### config.mk
export PLATFORM = sky130hd
export DESIGN_NAME = escape_sequence_decoder_core_flat
export DESIGN_NICKNAME = d
export VERILOG_FILES = /design/src/design/esd_pkg.sv /design/src/design/esd_if.sv /design/src/design/escape_sequence_decoder_core.sv /design/src/design/esd_front.sv /design/src/design/esd_queue.sv /design/src/design/esd_back.sv /design/src/flat_wrapper.sv
export SDC_FILE = /design/constraint.sdc
export NUM_CORES = 1
export LEC_CHECK = 0
export BUFFER_PORTS_ARGS = -buffer_cell sky130_fd_sc_hd__buf_2
export CORE_ASPECT_RATIO = 0.6
export CORE_MARGIN = 8
export CORE_UTILIZATION = 40
export DETAILED_ROUTE_END_ITERATION = 10
export GPL_TIMING_DRIVEN = 0
export SYNTH_ARGS = -nofsm -noshare
export SYNTH_HDL_FRONTEND = slang
export SYNTH_HIERARCHICAL = 1
export SYNTH_SLANG_ARGS = --single-unit
### constraint.sdc
create_clock -name clk -period 3.9 [get_ports clk]
set_input_delay 0 -clock clk [delete_from_list [all_inputs] [get_ports clk]]
set_output_delay 0 -clock clk [all_outputs]
set_load 0.05 [all_outputs]
### src/design/esd_pkg.sv
// Types, character constants and helper functions shared by the escape decoder.
package esd_pkg;

  // Decoder mode codes.
  typedef enum logic [2:0] {
    MODE_NORMAL = 3'd0,
    MODE_ESC    = 3'd1,
    MODE_OCT1   = 3'd2,
    MODE_OCT2   = 3'd3,
    MODE_HEX0   = 3'd4,
    MODE_HEX1   = 3'd5
  } mode_t;

  // Source characters with a special meaning.
  localparam logic [7:0] CHAR_BACKSLASH = 8'h5C;
  localparam logic [7:0] CHAR_X         = 8'h78;
  localparam logic [7:0] CHAR_A         = 8'h61;
  localparam logic [7:0] CHAR_B         = 8'h62;
  localparam logic [7:0] CHAR_F         = 8'h66;
  localparam logic [7:0] CHAR_N         = 8'h6E;
  localparam logic [7:0] CHAR_R         = 8'h72;
  localparam logic [7:0] CHAR_T         = 8'h74;
  localparam logic [7:0] CHAR_V         = 8'h76;

  // Control codes produced by the simple escapes.
  localparam logic [7:0] CODE_BEL = 8'd7;
  localparam logic [7:0] CODE_BS  = 8'd8;
  localparam logic [7:0] CODE_FF  = 8'd12;
  localparam logic [7:0] CODE_LF  = 8'd10;
  localparam logic [7:0] CODE_CR  = 8'd13;
  localparam logic [7:0] CODE_HT  = 8'd9;
  localparam logic [7:0] CODE_VT  = 8'd11;

  // Depth of the queue between classifier and output stage.
  localparam int QDEPTH = 4;
  localparam int QPTR_W = $clog2(QDEPTH);

  // One result record.
  typedef struct packed {
    logic       vld;
    logic       close;
    logic [7:0] data;
    logic       err;
  } rec_t;

  // Up to two result records caused by one input item; r1 is used only with r0.
  typedef struct packed {
    rec_t r0;
    rec_t r1;
  } entry_t;

  // Octal digit: {is_digit, value}.
  function automatic logic [3:0] octal_digit(input logic [7:0] b);
    logic [3:0] res;
    res = 4'b0;
    if (b >= 8'h30 && b <= 8'h37) begin
      res = {1'b1, b[2:0]};
    end
    return res;
  endfunction

  // Hex digit: {is_digit, value}.
  function automatic logic [4:0] hex_digit(input logic [7:0] b);
    logic [4:0] res;
    logic [7:0] diff;
    res  = 5'b0;
    diff = 8'h0;
    if (b >= 8'h30 && b <= 8'h39) begin
      diff = b - 8'h30;
      res  = {1'b1, diff[3:0]};
    end else if (b >= 8'h41 && b <= 8'h46) begin
      diff = b - 8'h37;
      res  = {1'b1, diff[3:0]};
    end else if (b >= 8'h61 && b <= 8'h66) begin
      diff = b - 8'h57;
      res  = {1'b1, diff[3:0]};
    end
    return res;
  endfunction

  // Simple escape letter: {is_simple, control code}.
  function automatic logic [8:0] simple_escape(input logic [7:0] b);
    logic [8:0] res;
    res = 9'b0;
    unique case (b)
      CHAR_A:  res = {1'b1, CODE_BEL};
      CHAR_B:  res = {1'b1, CODE_BS};
      CHAR_F:  res = {1'b1, CODE_FF};
      CHAR_N:  res = {1'b1, CODE_LF};
      CHAR_R:  res = {1'b1, CODE_CR};
      CHAR_T:  res = {1'b1, CODE_HT};
      CHAR_V:  res = {1'b1, CODE_VT};
      default: res = 9'b0;
    endcase
    return res;
  endfunction

  // Build a data byte record.
  function automatic rec_t byte_rec(input logic [7:0] d, input logic e);
    rec_t r;
    r.vld   = 1'b1;
    r.close = 1'b0;
    r.data  = d;
    r.err   = e;
    return r;
  endfunction

  // Build a closing record.
  function automatic rec_t close_rec(input logic e);
    rec_t r;
    r.vld   = 1'b1;
    r.close = 1'b1;
    r.data  = 8'h00;
    r.err   = e;
    return r;
  endfunction

endpackage

### src/design/esd_if.sv
// Valid/ready stream interfaces for the source characters and the decoded records.
interface esd_in_if;
  logic       valid;
  logic       ready;
  logic [7:0] in_byte;
  logic       end_of_string;

  modport source (output valid, output in_byte, output end_of_string, input ready);
  modport sink   (input valid, input in_byte, input end_of_string, output ready);
endinterface

interface esd_out_if;
  logic        valid;
  logic        ready;
  logic [7:0]  out_byte;
  logic        closing_record;
  logic [15:0] total_length;
  logic        bad_escape;

  modport source (output valid, output out_byte, output closing_record,
                  output total_length, output bad_escape, input ready);
  modport sink   (input valid, input out_byte, input closing_record,
                  input total_length, input bad_escape, output ready);
endinterface

### src/design/escape_sequence_decoder_core.sv
// Top level of the C string escape decoder: classifier, queue and output stage.
//
// Use: source characters enter on in_ch (valid/ready), one byte per transfer,
// with end_of_string marking the end item of a string. Decoded records leave
// on out_ch: a data byte, or a closing record that carries the string's
// produced length (saturating at 65535) and the sticky bad_escape flag.
// Path: an accepted item's first record is written into the queue, then loaded
// from the queue head into the output register that drives out_ch.
// Throughput: one input item per cycle while the queue has room; an item that causes
// two records (a digit run ended by a plain character, or a flush before the closing
// record) sends them through the output register one after the other. The four-entry
// queue between classifier and output stage absorbs short runs of such items.
// Reset (rst, synchronous): decoder mode, pending value, error flag, queue and
// byte count clear; out_ch.valid drops.
// Stall: while out_ch.ready is low the output register holds its record, the
// queue fills, and in_ch.ready falls once the queue is full.
// LENGTH_LIMIT sets the saturation point of the internal byte counter.
module escape_sequence_decoder_core #(
  parameter longint unsigned LENGTH_LIMIT = 65535
) (
  input  logic       clk,
  input  logic       rst,
  esd_in_if.sink     in_ch,
  esd_out_if.source  out_ch
);
  import esd_pkg::*;

  logic   push_valid;
  logic   push_ready;
  entry_t push_entry;
  logic   head_valid;
  entry_t head_entry;
  logic   pop;

  esd_front u_front (
    .clk        (clk),
    .rst        (rst),
    .in_ch      (in_ch),
    .push_valid (push_valid),
    .push_ready (push_ready),
    .push_entry (push_entry)
  );

  esd_queue u_queue (
    .clk        (clk),
    .rst        (rst),
    .push_valid (push_valid),
    .push_ready (push_ready),
    .push_entry (push_entry),
    .head_valid (head_valid),
    .head_entry (head_entry),
    .pop        (pop)
  );

  esd_back #(
    .LENGTH_LIMIT (LENGTH_LIMIT)
  ) u_back (
    .clk        (clk),
    .rst        (rst),
    .head_valid (head_valid),
    .head_entry (head_entry),
    .pop        (pop),
    .out_ch     (out_ch)
  );

endmodule

### src/design/esd_front.sv
// Front end: accepts source characters, tracks the escape mode and classifies results.
module esd_front (
  input  logic            clk,
  input  logic            rst,
  esd_in_if.sink          in_ch,
  output logic            push_valid,
  input  logic            push_ready,
  output esd_pkg::entry_t push_entry
);
  import esd_pkg::*;

  mode_t      mode, mode_next;
  logic [7:0] pend, pend_next;
  logic       err, err_next;
  logic       accept;
  entry_t     ent;

  assign in_ch.ready = push_ready;
  assign accept      = in_ch.valid && push_ready;

  // Decode one character against the current mode.
  always_comb begin
    logic       fall;
    logic [3:0] oct;
    logic [4:0] hex;
    logic [8:0] simp;
    logic [7:0] b;
    fall      = 1'b0;
    b         = in_ch.in_byte;
    oct       = octal_digit(b);
    hex       = hex_digit(b);
    simp      = simple_escape(b);
    mode_next = mode;
    pend_next = pend;
    err_next  = err;
    ent       = '0;

    if (in_ch.end_of_string) begin
      // Flush a pending value, then close and return to the reset state.
      if (mode == MODE_OCT1 || mode == MODE_OCT2 || mode == MODE_HEX1) begin
        ent.r0 = byte_rec(pend, err);
        ent.r1 = close_rec(err);
      end else if (mode == MODE_ESC || mode == MODE_HEX0) begin
        ent.r0 = close_rec(1'b1);
      end else begin
        ent.r0 = close_rec(err);
      end
      mode_next = MODE_NORMAL;
      pend_next = 8'h00;
      err_next  = 1'b0;
    end else begin
      unique case (mode)
        MODE_ESC: begin
          mode_next = MODE_NORMAL;
          if (simp[8]) begin
            ent.r0 = byte_rec(simp[7:0], err);
          end else if (b == CHAR_X) begin
            mode_next = MODE_HEX0;
          end else if (oct[3]) begin
            pend_next = {5'b0, oct[2:0]};
            mode_next = MODE_OCT1;
          end else begin
            ent.r0 = byte_rec(b, err);
          end
        end
        MODE_OCT1: begin
          if (oct[3]) begin
            pend_next = {pend[4:0], oct[2:0]};
            mode_next = MODE_OCT2;
          end else begin
            ent.r0 = byte_rec(pend, err);
            fall   = 1'b1;
          end
        end
        MODE_OCT2: begin
          if (oct[3]) begin
            ent.r0    = byte_rec({pend[4:0], oct[2:0]}, err);
            mode_next = MODE_NORMAL;
          end else begin
            ent.r0 = byte_rec(pend, err);
            fall   = 1'b1;
          end
        end
        MODE_HEX0: begin
          if (hex[4]) begin
            pend_next = {4'b0, hex[3:0]};
            mode_next = MODE_HEX1;
          end else begin
            err_next = 1'b1;
            fall     = 1'b1;
          end
        end
        MODE_HEX1: begin
          if (hex[4]) begin
            ent.r0    = byte_rec({pend[3:0], hex[3:0]}, err);
            mode_next = MODE_NORMAL;
          end else begin
            ent.r0 = byte_rec(pend, err);
            fall   = 1'b1;
          end
        end
        default: begin
          fall = 1'b1;
        end
      endcase

      // The character is handled as normal text.
      if (fall) begin
        mode_next = MODE_NORMAL;
        if (b == CHAR_BACKSLASH) begin
          mode_next = MODE_ESC;
        end else if (ent.r0.vld) begin
          ent.r1 = byte_rec(b, err_next);
        end else begin
          ent.r0 = byte_rec(b, err_next);
        end
      end
    end
  end

  assign push_valid = accept && ent.r0.vld;
  assign push_entry = ent;

  // Mode, pending value and sticky error.
  always_ff @(posedge clk) begin
    if (rst) begin
      mode <= MODE_NORMAL;
      pend <= 8'h00;
      err  <= 1'b0;
    end else if (accept) begin
      mode <= mode_next;
      pend <= pend_next;
      err  <= err_next;
    end
  end

  // An end item always leaves the decoder in its reset state.
  a_close_clears: assert property (@(posedge clk) disable iff (rst)
    accept && in_ch.end_of_string |=> mode == MODE_NORMAL && !err && pend == 8'h00)
    else $error("decoder state not cleared after end item");

endmodule

### src/design/esd_queue.sv
// Small FIFO of classified entries between the front end and the output stage.
module esd_queue (
  input  logic            clk,
  input  logic            rst,
  input  logic            push_valid,
  output logic            push_ready,
  input  esd_pkg::entry_t push_entry,
  output logic            head_valid,
  output esd_pkg::entry_t head_entry,
  input  logic            pop
);
  import esd_pkg::*;

  entry_t                  slots [QDEPTH];
  logic [QPTR_W-1:0]       wr_ptr;
  logic [QPTR_W-1:0]       rd_ptr;
  logic [QPTR_W:0]         count;
  logic                    push;

  assign push_ready = count != (QPTR_W+1)'(QDEPTH);
  assign push       = push_valid && push_ready;
  assign head_valid = count != '0;
  assign head_entry = slots[rd_ptr];

  // Entry storage.
  always_ff @(posedge clk) begin
    if (push) begin
      slots[wr_ptr] <= push_entry;
    end
  end

  // Pointers and fill count.
  always_ff @(posedge clk) begin
    if (rst) begin
      wr_ptr <= '0;
      rd_ptr <= '0;
      count  <= '0;
    end else begin
      if (push) begin
        wr_ptr <= wr_ptr + 1'b1;
      end
      if (pop) begin
        rd_ptr <= rd_ptr + 1'b1;
      end
      if (push && !pop) begin
        count <= count + 1'b1;
      end else if (pop && !push) begin
        count <= count - 1'b1;
      end
    end
  end

  a_no_overflow: assert property (@(posedge clk) disable iff (rst)
    count <= (QPTR_W+1)'(QDEPTH))
    else $error("queue fill count beyond depth");

  a_no_underflow: assert property (@(posedge clk) disable iff (rst)
    pop |-> head_valid)
    else $error("queue popped while empty");

endmodule

### src/design/esd_back.sv
// Output stage: counts produced bytes and sends records through an output register.
module esd_back #(
  parameter longint unsigned LENGTH_LIMIT = 65535
) (
  input  logic            clk,
  input  logic            rst,
  input  logic            head_valid,
  input  esd_pkg::entry_t head_entry,
  output logic            pop,
  esd_out_if.source       out_ch
);
  import esd_pkg::*;

  localparam int CountW = $clog2(LENGTH_LIMIT + 64'd1);
  localparam logic [CountW-1:0] Limit = CountW'(LENGTH_LIMIT);

  logic               sub;
  logic [CountW-1:0]  count;
  rec_t               cur;
  logic               last;
  logic               load;
  logic [CountW+15:0] count_wide;
  logic [15:0]        count_sat;

  logic               out_valid;
  logic [7:0]         out_byte;
  logic               out_close;
  logic [15:0]        out_len;
  logic               out_err;

  // Pick the record to send from the head entry.
  assign cur  = sub ? head_entry.r1 : head_entry.r0;
  assign last = sub || !head_entry.r1.vld;
  assign load = head_valid && (!out_valid || out_ch.ready);
  assign pop  = load && last;

  // Reported length saturates at the field's range.
  assign count_wide = {16'h0000, count};
  assign count_sat  = (count_wide > (CountW+16)'(17'h0FFFF)) ? 16'hFFFF : count_wide[15:0];

  // Record position, byte count and output valid.
  always_ff @(posedge clk) begin
    if (rst) begin
      sub       <= 1'b0;
      count     <= '0;
      out_valid <= 1'b0;
    end else begin
      if (load) begin
        sub       <= !last;
        out_valid <= 1'b1;
        if (cur.close) begin
          count <= '0;
        end else if (count < Limit) begin
          count <= count + 1'b1;
        end
      end else if (out_ch.ready) begin
        out_valid <= 1'b0;
      end
    end
  end

  // Output payload register.
  always_ff @(posedge clk) begin
    if (load) begin
      out_byte  <= cur.data;
      out_close <= cur.close;
      out_len   <= cur.close ? count_sat : 16'h0000;
      out_err   <= cur.err;
    end
  end

  assign out_ch.valid          = out_valid;
  assign out_ch.out_byte       = out_byte;
  assign out_ch.closing_record = out_close;
  assign out_ch.total_length   = out_len;
  assign out_ch.bad_escape     = out_err;

  a_close_resets_count: assert property (@(posedge clk) disable iff (rst)
    load && cur.close |=> count == '0)
    else $error("byte count not cleared after closing record");

  a_second_only_after_first: assert property (@(posedge clk) disable iff (rst)
    sub |-> head_valid && head_entry.r1.vld)
    else $error("second record selected without one queued");

endmodule
### src/flat_wrapper.sv
// flat-port wrapper written by rule: the top's interface ports become plain ports
module escape_sequence_decoder_core_flat import esd_pkg::*;
#(
  parameter longint unsigned LENGTH_LIMIT = 65535
)
  (clk, rst, in_ch_valid, in_ch_in_byte, in_ch_end_of_string, in_ch_ready, out_ch_valid, out_ch_out_byte, out_ch_closing_record, out_ch_total_length, out_ch_bad_escape, out_ch_ready);
  esd_in_if in_ch_i ();
  esd_out_if out_ch_i ();
  input  logic clk;
  input  logic rst;
  input wire logic [$bits(in_ch_i.valid)-1:0] in_ch_valid;
  input wire logic [$bits(in_ch_i.in_byte)-1:0] in_ch_in_byte;
  input wire logic [$bits(in_ch_i.end_of_string)-1:0] in_ch_end_of_string;
  output wire logic [$bits(in_ch_i.ready)-1:0] in_ch_ready;
  output wire logic [$bits(out_ch_i.valid)-1:0] out_ch_valid;
  output wire logic [$bits(out_ch_i.out_byte)-1:0] out_ch_out_byte;
  output wire logic [$bits(out_ch_i.closing_record)-1:0] out_ch_closing_record;
  output wire logic [$bits(out_ch_i.total_length)-1:0] out_ch_total_length;
  output wire logic [$bits(out_ch_i.bad_escape)-1:0] out_ch_bad_escape;
  input wire logic [$bits(out_ch_i.ready)-1:0] out_ch_ready;
  assign in_ch_i.valid = in_ch_valid;
  assign in_ch_i.in_byte = in_ch_in_byte;
  assign in_ch_i.end_of_string = in_ch_end_of_string;
  assign in_ch_ready = in_ch_i.ready;
  assign out_ch_valid = out_ch_i.valid;
  assign out_ch_out_byte = out_ch_i.out_byte;
  assign out_ch_closing_record = out_ch_i.closing_record;
  assign out_ch_total_length = out_ch_i.total_length;
  assign out_ch_bad_escape = out_ch_i.bad_escape;
  assign out_ch_i.ready = out_ch_ready;
  escape_sequence_decoder_core #(.LENGTH_LIMIT(LENGTH_LIMIT)) u_core (.clk(clk), .rst(rst), .in_ch(in_ch_i), .out_ch(out_ch_i));
endmodule
Word-level counts from Yosys, hierarchy flattened
Memories as Yosys holds them, arrays and structs flattened. A register that Yosys moved wholly into a read port is not among the register bits.
Cells that the tools add are included.
- order comparisons: 9
- add/subtract/negate cells: 8
- reduce and logical (&&, ||, !) cells: 32
- eq/ne operators: 24
- multiplexer cells: 58
- operator list (kind ; count):
    $mux 11 ; 7
    $eq 8x7->1 const B ; 9
    $mux 22 ; 3
    $pmux 9 s7 ; 1
    $mux 16 ; 3
    $mux 8 ; 6
    $pmux 11 s4 ; 1
    $mux 10 ; 3
    $mux 3 ; 10
    $pmux 8 s3 ; 1
    $mux 9 ; 2
    $ne 3x3->1 const B ; 6
    $add 16x1->16 const B ; 1
    $ge 8x7->1 const B ; 2
    $gt 16x16->1 const B ; 1
    $le 8x6->1 const B ; 2
    $le 8x7->1 const B ; 2
    $lt 16x16->1 const B ; 1
    $ne 4x3->1 const B ; 4
    $mux 5 ; 3
    $pmux 3 s5 ; 1
    $mux 1 ; 12
    $logic_and 1x1->1 ; 11
    $ge 8x6->1 const B ; 1
    21 further kinds ; 38
- memories kept: 1
- bits in registers: 63
- output and inout port bits: 28
- input bits: 13
- bits in writable memories: 88
- memories (name ; depth ; bits a word ; read ports ; clocked after memory_dff ; write ports ; RTL line ; text):
    u_core.u_queue.slots ; 4 ; 22 ; 1 ; 1 ; 1 ; esd_queue.sv:14 ; entry_t slots [QDEPTH];

Longest topological paths before layout
- word-level depth: 18
- gate-level depth with buffers: 16
- gate-level depth less buffers: 15

Modules after synthesis
Netlist, hierarchy kept.
- by module, submodules not included (module ; instances ; area an instance (um2) ; cells each ; sequential area each (um2)):
    esd_queue ; 1 ; 3634.7 ; 162 ; 2822.7
    esd_back ; 1 ; 1964.4 ; 178 ; 1141.1
    esd_front ; 1 ; 1919.3 ; 273 ; 240.2

Worst setup path before layout
OpenSTA, ideal clock, no wires.
- path kind: reg2reg
- start point: register u_core.u_front.mode[1]
- end point: register u_core.u_queue.count[2]
- path buffers: 1
- clock period less this slack: 3.169 ns
- arrival time: 3.099 ns
- cell stages (with the launch flop): 16
- data required time: 3.830 ns
- setup slack: 0.731 ns
- path through: dfxtp_1 clkbuf_1 inv_1 ha_1 nand2_1 a21bo_2 o21ai_2 nor2b_1 nor2_1 a21boi_2 ha_1 inv_1 fa_1 xor2_1 or3_1 a21oi_1
- cells in the longest elaborated chain, start to end: 11
- elaborated cells on any way between the ends: 21
- those cells by class: 5 x eq/ne; 8 x mux; 8 x reduce/logical
- RTL lines (element ; RTL line ; text):
    start, declared ; esd_front.sv:12 ; mode_t mode, mode_next;
    start signal, assigned ; esd_front.sv:131 ; mode <= mode_next;
    $eq 3x3->1 (tied with other cells) ; esd_front.sv:52 ; unique case (mode)
    $pmux 11 s4 / $reduce_or 2->1 (equally long branches) ; -- ;
    $mux 11 / $pmux 1 s3 (equally long branches) ; esd_front.sv:38, esd_front.sv:52 ;
    $mux 22 / $mux 1 (equally long branches) ; esd_front.sv:110, esd_front.sv:38 ;
    $mux 22 * ; esd_front.sv:108 ; if (fall) begin
    $mux 22 * ; esd_front.sv:38 ; if (in_ch.end_of_string) begin
    $logic_and 1x1->1 * ; esd_front.sv:121 ; assign push_valid = accept && ent.r0.vld;
    net u_core.push_valid ; escape_sequence_decoder_core.sv:28 ; logic push_valid;
    $logic_and 1x1->1 * ; esd_queue.sv:21 ; assign push = push_valid && push_ready;
    net u_core.u_queue.push ; esd_queue.sv:18 ; logic push;
    $logic_not 1->1 ; esd_queue.sv:47 ; end else if (pop && !push) begin
    $logic_and 1x1->1 ; esd_queue.sv:47 ;
    $reduce_bool 2->1 (no source line) ; -- ;
    end signal, assigned ; esd_queue.sv:46 ; count <= count + 1'b1;
    end signal, assigned ; esd_queue.sv:48 ; count <= count - 1'b1;
    end, declared ; esd_queue.sv:17 ; logic [QPTR_W:0] count;
Mark *: on every way through the listed nets, which the timed path passes. The rest lies on a longest branch. The select of a mux whose other input is x is not followed.
A chain may end at the register's enable or synchronous reset.

Worst setup path after layout
- start point: register u_core.u_front.mode[1]
- end point: memory u_core/u_queue/slots[0][14] (netlist bit), enable pin
- cells in the longest elaborated chain, start to end: 10
- elaborated cells on any way between the ends: 18
- those cells by class: 5 x eq/ne; 9 x mux; 4 x reduce/logical
- RTL lines (element ; RTL line ; text):
    $eq 3x3->1 (tied with other cells) ; esd_front.sv:52 ;
    $pmux 11 s4 / $reduce_or 2->1 (equally long branches) ; -- ;
    $mux 11 / $pmux 1 s3 (equally long branches) ; esd_front.sv:38, esd_front.sv:52 ;
    $mux 22 / $mux 1 (equally long branches) ; esd_front.sv:110, esd_front.sv:38 ;
    $mux 22 * ; esd_front.sv:108 ;
    $mux 22 * ; esd_front.sv:38 ;
    $logic_and 1x1->1 * ; esd_front.sv:121 ;
    net u_core.push_valid ; escape_sequence_decoder_core.sv:28 ;
    $logic_and 1x1->1 * ; esd_queue.sv:21 ;
    net u_core.u_queue.push ; esd_queue.sv:18 ;
    $mux 1 * ; esd_queue.sv:27 ; if (push) begin
    $mux 1 (not written as such) * ; esd_queue.sv:28 ; slots[wr_ptr] <= push_entry;
    end, declared ; esd_queue.sv:14 ;
Marked as above.

==> impl_metrics.env <==
export IMPL_cts_setup_buffers=0
export IMPL_syn_avg_cell_area_um2=12.1
export IMPL_grt_usage=0.162
export IMPL_critPathBufInv=2
export IMPL_endpoint_kind="register"
export IMPL_wl_per_cell_um=20.1
export IMPL_rsz0062_at_grt="false"
export IMPL_hold_viol=0
export IMPL_core_area_um2=18100
export IMPL_drive_gt1_frac=0.196
export IMPL_ys_warnings_count=6
export IMPL_routed_wl_mm=18.5
export IMPL_cts_root_buf="clkbuf_16"
export IMPL_final_core_util=0.471
export IMPL_cts_htree_levels=4
export IMPL_chipHeight_um=121
export IMPL_synthCells=607
export IMPL_ir_worst_vdd_uv=280
export IMPL_drt_iter0_drc=585
export IMPL_setup_violations=0
export IMPL_critPathRequiredTime_ps=3920
export IMPL_vias_per_cell=5.76
export IMPL_seq_area_um2=4080
export IMPL_grt_pass1_wl_mm=29.1
export IMPL_num_vias=5295
export IMPL_wl_met3_mm=1.97
export IMPL_skew_ps=10.5
export IMPL_p_per_area_nw_per_um2=648
export IMPL_report_final_slew_viol_count=0
export IMPL_cts_sinks=149
export IMPL_hp_start="in_ch_in_byte[6]"
export IMPL_status="finished clean"
export IMPL_syn_num_nets=634
export IMPL_nets=693
export IMPL_grt_overflow=0
export IMPL_rr_startpoint="u_core/u_front/mode[1]"
export IMPL_cp_slowest_cell="and2_1"
export IMPL_drcViolationCount=0
export IMPL_clk_path_buf_depth=2
export IMPL_max_freq_mhz=279
export IMPL_crit_type="register to register"
export IMPL_grt_pass1_vias=5171
export IMPL_period_needed_ps=3590
export IMPL_syn2layout_area_growth_pct=15.5
export IMPL_route_met2_wl_mm=7.37
export IMPL_diodes=0
export IMPL_layout_worst_path_cycle_share=0.920
export IMPL_place_gp_congestion=0.983
export IMPL_p_leak_nw=3.03
export IMPL_nFillCells=1634
export IMPL_cts_made_buffers=17
export IMPL_synth_area_um2=7370
export IMPL_multi_input_area_um2=3030
export IMPL_worst_pin_slew_ps=1250
export IMPL_clkLatencyLatePin_ps=420
export IMPL_cts_tree="done"
export IMPL_ioPinCount=41
export IMPL_r2r_cells=10
export IMPL_ant_nets=0
export IMPL_antenna_found_initial=0
export IMPL_start_util=0.408
export IMPL_rows=38
export IMPL_whs_path_depth=2
export IMPL_crit_family="simple AND/OR/NAND/NOR gates"
export IMPL_whs_endpoint="u_core/u_queue/slots[1][7]"
export IMPL_io_buffers=37
export IMPL_worst_endpoint_arrival_ps=3610
export IMPL_fp_dieArea_um2=23200
export IMPL_critical_path_max_fanout=21
export IMPL_critical_path_max_stage_delay_ps=960
export IMPL_relSlewSlack=0.164
export IMPL_hold_class="input pin to register"
export IMPL_start_kind="register"
export IMPL_firstDrtPassIters=7
export IMPL_dieWidth_um=191
export IMPL_dr_max_layer_used="met4"
export IMPL_tns_ps=0
export IMPL_rrSetupSlack_ps=310
export IMPL_cap_viol_max_count=0
export IMPL_wl_met1_mm=8.96
export IMPL_hpwl_mm=13.1
export IMPL_worst_r2r_endpoint="u_core/u_queue/slots[0][14]"
export IMPL_grt_max_degree=30
export IMPL_clkTransAtPathRegs_ps=70
export IMPL_path_cells="clkbuf_2 -> inv_1 -> ha_1 -> nand2_1 -> a21bo_2 -> o21ai_2 -> nor2b_1 -> nor2_1 -> a21boi_4 -> and2_1"
[cells in the final DEF (no fill, tap or decap), drive strengths merged, types with 4 or more instances in the layout]
| cell | count |
|---|---|
| and2 | 31 |
| mux4 | 21 |
| nor3b | 4 |
| mux2 | 12 |
| a21o | 7 |
| or3 | 6 |
| dfxtp | 39 |
| and4 | 4 |
| and3 | 6 |
| nand2b | 9 |
| clkbuf | 38 |
| nand3b | 4 |
| nor2b | 4 |
| nand3 | 13 |
| ha | 13 |
| a211o | 5 |
| a21oi | 38 |
| nor2 | 38 |
| nand4b | 5 |
| mux2i | 9 |
| buf | 50 |
| o21ai | 29 |
| o22ai | 4 |
| inv | 29 |
| a31oi | 4 |
| edfxtp | 110 |
| nand4 | 5 |
| nand2 | 39 |
| nor3 | 19 |
| o31ai | 6 |
| o32ai | 5 |
[per-layer routing]
metal  global-route usage  vias up
met5                    0        -
met2                0.216      243
met4               0.0417        0
met1                0.238     2583
met3               0.0626       14
li1                     -     2455
[sequential cells by signal, summed over array words and instances, names as in the netlist, 3 cells and up, named ones only]
name / count
u_core/u_back/count: 16
u_core/u_back/out_ch.out_byte: 8
u_core/u_back/out_ch.total_length: 16
u_core/u_front/mode: 3
u_core/u_front/pend: 8
u_core/u_queue/count: 3
u_core/u_queue/slots: 84
[power breakdown]
group / switching (W) / internal (W)
sequential: 0.0000992 / 0.00204
combinational: 0.00117 / 0.000514
clock: 0.000675 / 0.00102
total: 0.00194 / 0.00358
[metrics by stage]
step,worst slack [ps],power (W),cells,hold slack [ps],instance area [um^2]
after floorplan,750,0.00342,607,119,7370
after global placement,71.0,0.00382,884,254,7860
after detailed placement,58.3,0.00386,884,258,7860
after CTS,67.3,0.00557,919,43.4,8510
after global routing,63.3,0.00577,919,83.2,8520
final,313,0.00552,919,74.3,8520
[worst max-delay path by stage]
| stage | start | endpoint | cells after the start |
|---|---|---|---|
| 2_1_floorplan | u_core/u_front/mode[1] | u_core/u_queue/count[2] | 15 |
| 3_3_place_gp | in_ch_in_byte[1] | u_core/u_queue/slots[3][15] | 11 |
| 3_5_place_dp | in_ch_in_byte[1] | u_core/u_queue/slots[0][15] | 11 |
| 4_1_cts | u_core/u_front/mode[0] | u_core/u_queue/slots[2][14] | 8 |
| 5_1_grt | u_core/u_front/mode[1] | u_core/u_queue/count[2] | 15 |
| 6_report | u_core/u_front/mode[1] | u_core/u_queue/slots[0][14] | 10 |
[worst register-to-register path, delay by kind of cell, from the launching register on]
family	cells	cell delay, ps
adder cells (fa/ha/maj)	1	420
buffers and inverters	2	320
AND/OR/NAND/NOR	4	1390
AO/OA/AOI/OAI	3	670
flip-flops	1	370
[timing repair]
action                                  in CTS  in global routing
gates resized for setup                      0                  6
endpoints found under the hold margin        3                  0
endpoints found under the setup margin       0                 85
hold buffers                                 3                  0
[area by class of cell]
type	count	area share
flip-flops and latches	149	0.479
multi-input cells	401	0.356
clock buffers	17	0.0499
well taps	240	0.0353
repair buffers	40	0.0253
clock inverters	15	0.0228
plain buffers	34	0.0210
inverters	23	0.0101
Power figures use the tool's default switching activity.
